**src/sv/evbs_pkg.sv**
```systemverilog
// Shared types and constants for the exhaust valve button sequencer.
package evbs_pkg;

   // Field widths
   localparam int unsigned TimeWidth   = 32;
   localparam int unsigned RpmWidth    = 16;
   localparam int unsigned ReqWidth    = 2;
   localparam int unsigned StageWidth  = 3;
   localparam int unsigned IndexWidth  = 2;
   localparam int unsigned MsWidth     = 16;
   localparam int unsigned CsrIdxWidth = 2;
   localparam int unsigned CsrDatWidth = 16;

   // Register indexes on the csr port
   localparam logic [CsrIdxWidth-1:0] CSR_FEATURE_ENABLE   = 2'd0;
   localparam logic [CsrIdxWidth-1:0] CSR_PRESS_DURATION   = 2'd1;
   localparam logic [CsrIdxWidth-1:0] CSR_MESSAGE_INTERVAL = 2'd2;

   // Register reset values
   localparam logic [MsWidth-1:0] PRESS_DURATION_RESET   = 16'd1000;
   localparam logic [MsWidth-1:0] MESSAGE_INTERVAL_RESET = 16'd500;

   // Valve request codes (any other nonzero code presses close)
   localparam logic [ReqWidth-1:0] REQ_NONE = 2'd0;
   localparam logic [ReqWidth-1:0] REQ_OPEN = 2'd1;

   // Sequence stages
   localparam logic [StageWidth-1:0] STAGE_IDLE  = 3'd0;
   localparam logic [StageWidth-1:0] STAGE_FIRST = 3'd1;
   localparam logic [StageWidth-1:0] STAGE_TWO   = 3'd2;
   localparam logic [StageWidth-1:0] STAGE_THREE = 3'd3;
   localparam logic [StageWidth-1:0] STAGE_LAST  = 3'd4;

   // Configuration register set
   typedef struct packed {
      logic               feature_enable;
      logic [MsWidth-1:0] press_duration_ms;
      logic [MsWidth-1:0] message_interval_ms;
   } cfg_type;

   // One poll word
   typedef struct packed {
      logic [TimeWidth-1:0] now_ms;
      logic [RpmWidth-1:0]  engine_rpm;
      logic [ReqWidth-1:0]  valve_request;
      logic                 start_sequence;
   } poll_type;

   // One result word
   typedef struct packed {
      logic                  open_button;
      logic                  close_button;
      logic                  valve_is_open;
      logic                  message_send;
      logic [IndexWidth-1:0] message_index;
      logic [StageWidth-1:0] sequence_stage;
   } result_type;

endpackage

```
**src/sv/exhaust_valve_button_sequencer.sv**
```systemverilog
// Top level: config registers, input register, result register around the step logic.
//
//  channel  ports          direction  word
//  req      req_*          in         one poll: time, rpm, request, start flag
//  rsp      rsp_*          out        one result: buttons, valve, message, stage
//  csr      csr_*          in         register write: enable, duration, interval
//
// One poll per clock sustained while rsp is not stalled; an accepted poll passes
// the input register, then the result register, and the result word is set by the
// single combinational pass of the step logic between them.
// Reset clears all control state and loads the register defaults.
// A stall on rsp holds the result; the input register keeps taking a poll
// as long as its word can move on, so req_stall rises only when both are full.
module exhaust_valve_button_sequencer (
   input  logic                                clock,
   input  logic                                reset,

   input  logic                                req_valid,
   output logic                                req_stall,
   input  logic [evbs_pkg::TimeWidth-1:0]      req_now_ms,
   input  logic [evbs_pkg::RpmWidth-1:0]       req_engine_rpm,
   input  logic [evbs_pkg::ReqWidth-1:0]       req_valve_request,
   input  logic                                req_start_sequence,

   output logic                                rsp_valid,
   input  logic                                rsp_stall,
   output logic                                rsp_open_button,
   output logic                                rsp_close_button,
   output logic                                rsp_valve_is_open,
   output logic                                rsp_message_send,
   output logic [evbs_pkg::IndexWidth-1:0]     rsp_message_index,
   output logic [evbs_pkg::StageWidth-1:0]     rsp_sequence_stage,

   input  logic                                csr_write_enable,
   input  logic [evbs_pkg::CsrIdxWidth-1:0]    csr_index,
   input  logic [evbs_pkg::CsrDatWidth-1:0]    csr_write_data
);

   evbs_pkg::cfg_type     cfg_ff;
   evbs_pkg::poll_type    poll_ff;
   logic                  poll_valid_ff;
   evbs_pkg::result_type  result_ff;
   evbs_pkg::result_type  result;
   logic                  rsp_valid_ff;
   logic                  advance;
   logic                  req_take;

   // Move the polled word on when the result register is free or draining
   assign advance   = poll_valid_ff && (!rsp_valid_ff || !rsp_stall);
   assign req_stall = poll_valid_ff && !advance;
   assign req_take  = req_valid && !req_stall;

   // Configuration registers
   always_ff @(posedge clock) begin
      if (reset) begin
         cfg_ff.feature_enable      <= 1'b0;
         cfg_ff.press_duration_ms   <= evbs_pkg::PRESS_DURATION_RESET;
         cfg_ff.message_interval_ms <= evbs_pkg::MESSAGE_INTERVAL_RESET;
      end else if (csr_write_enable) begin
         case (csr_index)
            evbs_pkg::CSR_FEATURE_ENABLE:   cfg_ff.feature_enable <= csr_write_data[0];
            evbs_pkg::CSR_PRESS_DURATION:   cfg_ff.press_duration_ms <= csr_write_data;
            evbs_pkg::CSR_MESSAGE_INTERVAL: cfg_ff.message_interval_ms <= csr_write_data;
            default: ;
         endcase
      end
   end

   // Input register: hold the poll until it moves to the result
   always_ff @(posedge clock) begin
      if (reset) begin
         poll_valid_ff <= 1'b0;
      end else if (req_take) begin
         poll_valid_ff <= 1'b1;
      end else if (advance) begin
         poll_valid_ff <= 1'b0;
      end
   end

   always_ff @(posedge clock) begin
      if (req_take) begin
         poll_ff.now_ms         <= req_now_ms;
         poll_ff.engine_rpm     <= req_engine_rpm;
         poll_ff.valve_request  <= req_valve_request;
         poll_ff.start_sequence <= req_start_sequence;
      end
   end

   evbs_step u_step (
      .clock   (clock),
      .reset   (reset),
      .step_en (advance),
      .cfg     (cfg_ff),
      .poll    (poll_ff),
      .result  (result)
   );

   // Result register: hold while stalled
   always_ff @(posedge clock) begin
      if (reset) begin
         rsp_valid_ff <= 1'b0;
      end else if (advance) begin
         rsp_valid_ff <= 1'b1;
      end else if (!rsp_stall) begin
         rsp_valid_ff <= 1'b0;
      end
   end

   always_ff @(posedge clock) begin
      if (advance) begin
         result_ff <= result;
      end
   end

   assign rsp_valid          = rsp_valid_ff;
   assign rsp_open_button    = result_ff.open_button;
   assign rsp_close_button   = result_ff.close_button;
   assign rsp_valve_is_open  = result_ff.valve_is_open;
   assign rsp_message_send   = result_ff.message_send;
   assign rsp_message_index  = result_ff.message_index;
   assign rsp_sequence_stage = result_ff.sequence_stage;

endmodule

```
**src/sv/evbs_step.sv**
```systemverilog
// Controller state and the combinational update logic for one poll.
module evbs_step (
   input  logic                  clock,
   input  logic                  reset,
   input  logic                  step_en,
   input  evbs_pkg::cfg_type     cfg,
   input  evbs_pkg::poll_type    poll,
   output evbs_pkg::result_type  result
);

   logic                                open_drive_ff,     open_drive_in;
   logic                                close_drive_ff,    close_drive_in;
   logic                                press_pending_ff,  press_pending_in;
   logic [evbs_pkg::TimeWidth-1:0]      press_start_ff,    press_start_in;
   logic                                valve_open_ff,     valve_open_in;
   logic [evbs_pkg::StageWidth-1:0]     stage_ff,          stage_in;
   logic [evbs_pkg::TimeWidth-1:0]      last_msg_ff,       last_msg_in;

   logic [evbs_pkg::TimeWidth-1:0]      press_elapsed;
   logic [evbs_pkg::TimeWidth-1:0]      msg_elapsed;
   logic                                rpm_zero;
   logic [evbs_pkg::StageWidth-1:0]     stage_start;
   logic [evbs_pkg::StageWidth-1:0]     stage_sent;
   logic                                send;
   logic [evbs_pkg::IndexWidth-1:0]     index;

   assign press_elapsed = poll.now_ms - press_start_ff;
   assign msg_elapsed   = poll.now_ms - last_msg_ff;
   assign rpm_zero      = (poll.engine_rpm == '0);

   // Work out the next state for the poll in the input register
   always_comb begin
      open_drive_in    = open_drive_ff;
      close_drive_in   = close_drive_ff;
      press_pending_in = press_pending_ff;
      press_start_in   = press_start_ff;
      valve_open_in    = valve_open_ff;
      stage_in         = stage_ff;
      last_msg_in      = last_msg_ff;
      stage_start      = stage_ff;
      stage_sent       = stage_ff;
      send             = 1'b0;
      index            = '0;

      if (cfg.feature_enable) begin
         if (poll.start_sequence) begin
            stage_start = evbs_pkg::STAGE_FIRST;
         end
         stage_in = stage_start;

         // Release both buttons once the press time has run out
         if (press_pending_ff &&
             (press_elapsed > {{(evbs_pkg::TimeWidth-evbs_pkg::MsWidth){1'b0}},
                               cfg.press_duration_ms})) begin
            open_drive_in    = 1'b0;
            close_drive_in   = 1'b0;
            press_pending_in = 1'b0;
         end

         // Press the requested button and record the valve position
         if (poll.valve_request != evbs_pkg::REQ_NONE) begin
            if (poll.valve_request == evbs_pkg::REQ_OPEN) begin
               open_drive_in = 1'b1;
            end else begin
               close_drive_in = 1'b1;
            end
            valve_open_in    = (poll.valve_request == evbs_pkg::REQ_OPEN);
            press_start_in   = poll.now_ms;
            press_pending_in = 1'b1;
         end

         // Close automatically when the engine has stopped
         if (valve_open_in && rpm_zero) begin
            close_drive_in   = 1'b1;
            press_start_in   = poll.now_ms;
            press_pending_in = 1'b1;
            valve_open_in    = 1'b0;
         end

         // Advance the message sequence once the interval has passed
         if ((stage_start inside {[evbs_pkg::STAGE_FIRST:evbs_pkg::STAGE_LAST]}) &&
             (msg_elapsed > {{(evbs_pkg::TimeWidth-evbs_pkg::MsWidth){1'b0}},
                             cfg.message_interval_ms})) begin
            stage_sent  = rpm_zero ? evbs_pkg::STAGE_LAST : stage_start;
            send        = 1'b1;
            index       = evbs_pkg::IndexWidth'(stage_sent - evbs_pkg::STAGE_FIRST);
            last_msg_in = poll.now_ms;
            case (stage_sent)
               evbs_pkg::STAGE_FIRST: stage_in = evbs_pkg::STAGE_TWO;
               evbs_pkg::STAGE_TWO:   stage_in = evbs_pkg::STAGE_THREE;
               evbs_pkg::STAGE_THREE: stage_in = evbs_pkg::STAGE_TWO;
               default:               stage_in = evbs_pkg::STAGE_IDLE;
            endcase
         end
      end
   end

   // Result word for this poll
   always_comb begin
      result.open_button    = open_drive_in;
      result.close_button   = close_drive_in;
      result.valve_is_open  = valve_open_in;
      result.message_send   = send;
      result.message_index  = index;
      result.sequence_stage = stage_in;
   end

   // Commit the state when the poll moves to the result register
   always_ff @(posedge clock) begin
      if (reset) begin
         open_drive_ff    <= 1'b0;
         close_drive_ff   <= 1'b0;
         press_pending_ff <= 1'b0;
         press_start_ff   <= '0;
         valve_open_ff    <= 1'b0;
         stage_ff         <= evbs_pkg::STAGE_IDLE;
         last_msg_ff      <= '0;
      end else if (step_en) begin
         open_drive_ff    <= open_drive_in;
         close_drive_ff   <= close_drive_in;
         press_pending_ff <= press_pending_in;
         press_start_ff   <= press_start_in;
         valve_open_ff    <= valve_open_in;
         stage_ff         <= stage_in;
         last_msg_ff      <= last_msg_in;
      end
   end

endmodule
```
**config.mk**
```make
export PLATFORM = sky130hd
export DESIGN_NAME = exhaust_valve_button_sequencer
export DESIGN_NICKNAME = d
export VERILOG_FILES = /design/src/sv/evbs_pkg.sv /design/src/sv/exhaust_valve_button_sequencer.sv /design/src/sv/evbs_step.sv
export SDC_FILE = /design/constraint.sdc
export NUM_CORES = 1
export LEC_CHECK = 0
export BUFFER_PORTS_ARGS = -buffer_cell sky130_fd_sc_hd__buf_2
export CORE_MARGIN = 3
export CORE_UTILIZATION = 50
export DETAILED_ROUTE_END_ITERATION = 6
export PLACE_DENSITY = 0.71
export SETUP_SLACK_MARGIN = 0.02
export SYNTH_ARGS = -nofsm -noshare
export SYNTH_HDL_FRONTEND = slang
export SYNTH_SLANG_ARGS = --single-unit
```
**constraint.sdc**
```tcl
create_clock -name clock -period 4.1 [get_ports clock]
set_input_delay 0 -clock clock [delete_from_list [all_inputs] [get_ports clock]]
set_output_delay 0 -clock clock [all_outputs]
set_load 0.02 [all_outputs]
```
==> summary by stage <==
Clock network
Buffers inserted during clock tree synthesis total 17. The clock tree root buffer cell is clkbuf_16. Clock tree synthesis found a total of 166 sinks. The clock passes through at most 2 buffers. TritonCTS built the clock tree. The register clock-pin slew on the reported worst setup and hold paths is 70 ps. The later pin in the worst-skew pair is clocked with a latency of between 400 and 500 ps.

The deepest level of the CTS H-tree is 4.

STA
The worst path setup slack after routing is -352 ps. At the pin with the least slew margin, the transition time is about 900 ps. The clock arrives with around 17 ps of skew. Based on the critical path, the design can be clocked at up to 0.225 GHz. The total count of hold-check failures in the final report came to 0.

Setup total negative slack on the finished layout was measured at -12750 ps. The total count of max-transition violations in the final report was 0. Of the available clock period, the critical path in the final layout requires 1.09. Setup repair after global routing could not meet its margin everywhere. The total setup violations reported at the end of the flow is between 40 and 50.

The relative max-transition margin is 0.395. The routed design could run at a clock period as short as 4450 ps. The tightest hold path in the finished design has a slack of ~42 ps.

Final layout
After filler insertion, the fill cell instance count of the layout stands at 1679. The post-route core utilization is 0.666. The sequential cell area is between 3000 and 4000 sq um. The antenna diode count is 0. Compared with the post-synthesis result, the final layout area differs by 28.7%. In the final layout, the share of cells above drive strength 1 is 0.183. The net count of the finished layout is ~1700. Summing all multi-input logic gate instances after layout gives about 6300 sq um.

Floorplanning
In this run the horizontal extent of the chip is 152 um. The die covers 23100 sq um. The floorplan has 52 rows. The height of the chip is about 150 um.

The region available for standard cell placement spans 20600 sq um. For this design the top-level I/O count stands at 85. The initial core utilization is 0.518.

Setup path
The number of buffers and inverters on the critical path is 5. For this run, the slowest stage of the critical path takes around 560 ps. STA classifies the critical path startpoint as a register. The slowest stage of the critical path is the or4_4 cell. In this design, the largest share of critical-path delay is due to compound AO/OA/AOI/OAI gates. The cell type with the highest occurrence count on the critical path is nand4_1. Data on the critical path is required at its endpoint by approximately 4300 ps. The signal on the critical path passes through inv_2 > ha_4 > inv_2 > fa_2 > a211oi_4 > o21ai_2 > a21o_1 > xor2_1 > ha_1 > nand4_1 > or4_4 > o311ai_4 > o211a_1 > nand4_1 > a211oi_2 > nand4_1 > buf_4 > nor4_4 > buf_4 > a211o_1 > inv_1. The worst endpoint data arrival time is around 4700 ps. The classification of the worst setup path is register to register.

The worst register-to-register path has a setup slack of -350 ps. The biggest fanout along the worst timing path is 4. STA classifies the critical path endpoint as a register.

Logic synthesis
By count the netlist is led by 260 x nand2_1, 131 x a21oi_1, 111 x inv_1. Synthesis produced a netlist with a net count of between 1000 and 1500. Sorting the synthesized cells by area gives the leading types as dfxtp_1 20%, edfxtp_1 17%, ha_1 11%, nand2_1 9.2%, a21oi_1 6.2%. The number of cells produced by synthesis is about 1300.

Synthesis instantiated 73 different standard cells from the library. Yosys mapped a number of flops with a built-in enable equal to 60. Summed over all instances, the cell type with the most area after synthesis is dfxtp_1. The number of warning messages in the yosys log is 0.

The sequential share of the synthesized area is 0.369. Dividing the synthesized area by the synthesized cell count gives between 8 and 9 sq um. After synthesis the netlist holds a flip-flop and latch count of ~170. The main flop type after synthesis is dfxtp_1. The proportion of register bits with asynchronous set or reset after synthesis is 0. After synthesis the cells add up to ~11000 sq um. The most repeated cell in the gate-level netlist after synthesis is nand2_1.

The fraction of post-synthesis cell area in the top cell type by area is 0.199.

Global route
Across every metal layer, demand over resource in global routing totals 0.236. The initial antenna violation count is 0. The number of global-route vias before repair came to approximately 9500. The first-pass GRT wire length is 45.6 mm.

Entering global routing, the biggest net connects just under 60 pins. After global routing the overflow that remains totals 0.

Run status
The checks that failed: setup timing. The run finished, with violations left.

Power and ir drop
The share of total power dissipated in sequential elements is 0.412. The internal power is 3.14 mW. Of the total power, the share spent switching nets is 0.281. The switching power is approximately 1.2 mW. In this run the static leakage power is around 5.4 nW. After layout, the design draws a total of about 4.4 mW. VDD sags by at most roughly 0.25 mV. The total power divided by cell area is 319 nW/um^2. Of the total power, combinational logic draws 0.199. The power share of the clock group is 0.389.

Place
The congestion estimate from routability-driven global placement came to around 0.94. The count of input and output buffers is between 80 and 90. The final HPWL from detailed placement is around 20 mm.

Route
Dividing the detail-routed via count by the number of cells gives 5.50. Once detail routing completed, the nets flagged for antenna violations numbered 0. Before antenna repair, the detailed router went through 5 iterations. After the first detailed-routing iteration, the DRC count stood at around 640. The number of remaining DRC errors is 0. Dividing the detail-routed wire length by the instance count gives about 16 um.

The routed design has 28.0 mm of wire. The number of vias in the routed layout is 9893.

Flow run
The number of maximum-capacitance violations is 0.

Hold path
The class of the tightest hold or removal check is input pin to register.
worst reg2reg max path, delay by kind of cell, from the launching register on:
kind | cells | cell delay, ps
flops | 1 | 400
simple gates | 5 | 1130
compound gates | 7 | 1190
buf+inv | 5 | 570
fa+ha+maj | 3 | 790
xor+xnor | 1 | 150
logic make-up after synthesis:
group	Yosys count	synth area share
AND/OR/NAND/NOR	422	0.175
AO/OA/AOI/OAI	339	0.209
flip-flops	166	0.369
buffers and inverters	155	0.0568
adder cells (fa/ha/maj)	99	0.118
XOR/XNOR	50	0.0411
multiplexers	34	0.0320
metal layers:
layer,global-route usage,up-vias,routed length [um]
li1,-,4979,-
met1,0.329,4605,13400
met2,0.378,262,12700
met3,0.0367,47,1290
met4,0.0736,0,580
met5,0,-,0
path summary, 6_finish.rpt:
path         cells after the start                                      to                              startpoint
max reg2reg                     21          rsp_message_send$_SDFFCE_PN0P_                   poll_ff[19]$_DFFE_PP_
max                             21          rsp_message_send$_SDFFCE_PN0P_                   poll_ff[19]$_DFFE_PP_
min reg2reg                      2  u_step.press_start_ff[10]$_SDFFE_PP0P_  u_step.press_start_ff[10]$_SDFFE_PP0P_
min                              3                  cfg_ff[4]$_SDFFE_PP1P_                                   reset
power by group through the flow:
stage | Clock [mW] | Sequential (mW) | Combinational (mW)
2_1_floorplan | 0 | 1.83 | 0.502
3_3_place_gp | 0 | 1.83 | 0.755
3_5_place_dp | 0 | 1.83 | 0.769
4_1_cts | 1.73 | 1.80 | 0.844
5_1_grt | 1.80 | 1.80 | 0.963
6_report | 1.70 | 1.80 | 0.867
layout make-up:
class	instances	area share
inverters	112	0.0307
clock inverters	15	0.0143
repair buffers	274	0.151
flip-flops and latches	166	0.286
clock buffers	17	0.0311
multi-input cells	944	0.462
well taps	270	0.0247
cell usage in the layout, fill, tap and decap left out, types with 4 or more instances in the layout:
cell           Yosys  layout
a211o_1            5       5
a211oi_1          16      13
a21o_1            23      23
a21oi_1          131     128
a21oi_2            2       5
a31oi_1           12      12
and2_1             6       6
and3_1             5       5
buf_2              0      84
buf_4              0     113
clkbuf_16          0      18
dfxtp_1          106     106
dlygate4sd3_1      0      72
edfxtp_1          60      60
ha_1              97      94
inv_1            111     109
inv_6              0       5
mux2i_1           34      34
nand2_1          260     260
nand2b_1           5       5
nand3_1           23      23
nand3b_1           4       4
nand4_1           16      16
nor2_1            58      57
nor2b_1            8       6
nor3_1             8       8
nor4_1             8       7
o211a_1            4       4
o211ai_1          26      26
o21a_1            13      13
o21ai_0           48      44
o21ai_1            3       5
o21bai_1           9       9
o31ai_1            4       4
or3_1              4       4
xnor2_1           30      30
xor2_1            20      19
registers in the layout (all words and copies together), names as in the netlist, 2 cells and up:
name	cells
rsp_message_index	2
u_step.last_msg_ff	32
poll_ff	51
u_step.stage_ff	3
cfg_ff	33
rsp_sequence_stage	3
u_step.press_start_ff	32
repair_timing:
action	4_1_cts	5_1_grt
endpoints found under the setup margin	46	46
hold buffers	72	0
setup buffers	4	4
endpoints found under the hold margin	86	0
pin swaps	17	13
resized for setup	17	18
gates cloned	1	1
stage by stage:
| step | cells | cell area, sq um | worst slack (ps) |
|---|---|---|---|
| 2_1_floorplan | 1265 | 10700 | -248 |
| 3_3_place_gp | 1684 | 12100 | -372 |
| 3_5_place_dp | 1684 | 12100 | -473 |
| 4_1_cts | 1793 | 13600 | -358 |
| 5_1_grt | 1798 | 13700 | -647 |
| 6_report | 1798 | 13700 | -352 |
No activity file was read; power rests on OpenSTA's default activity.
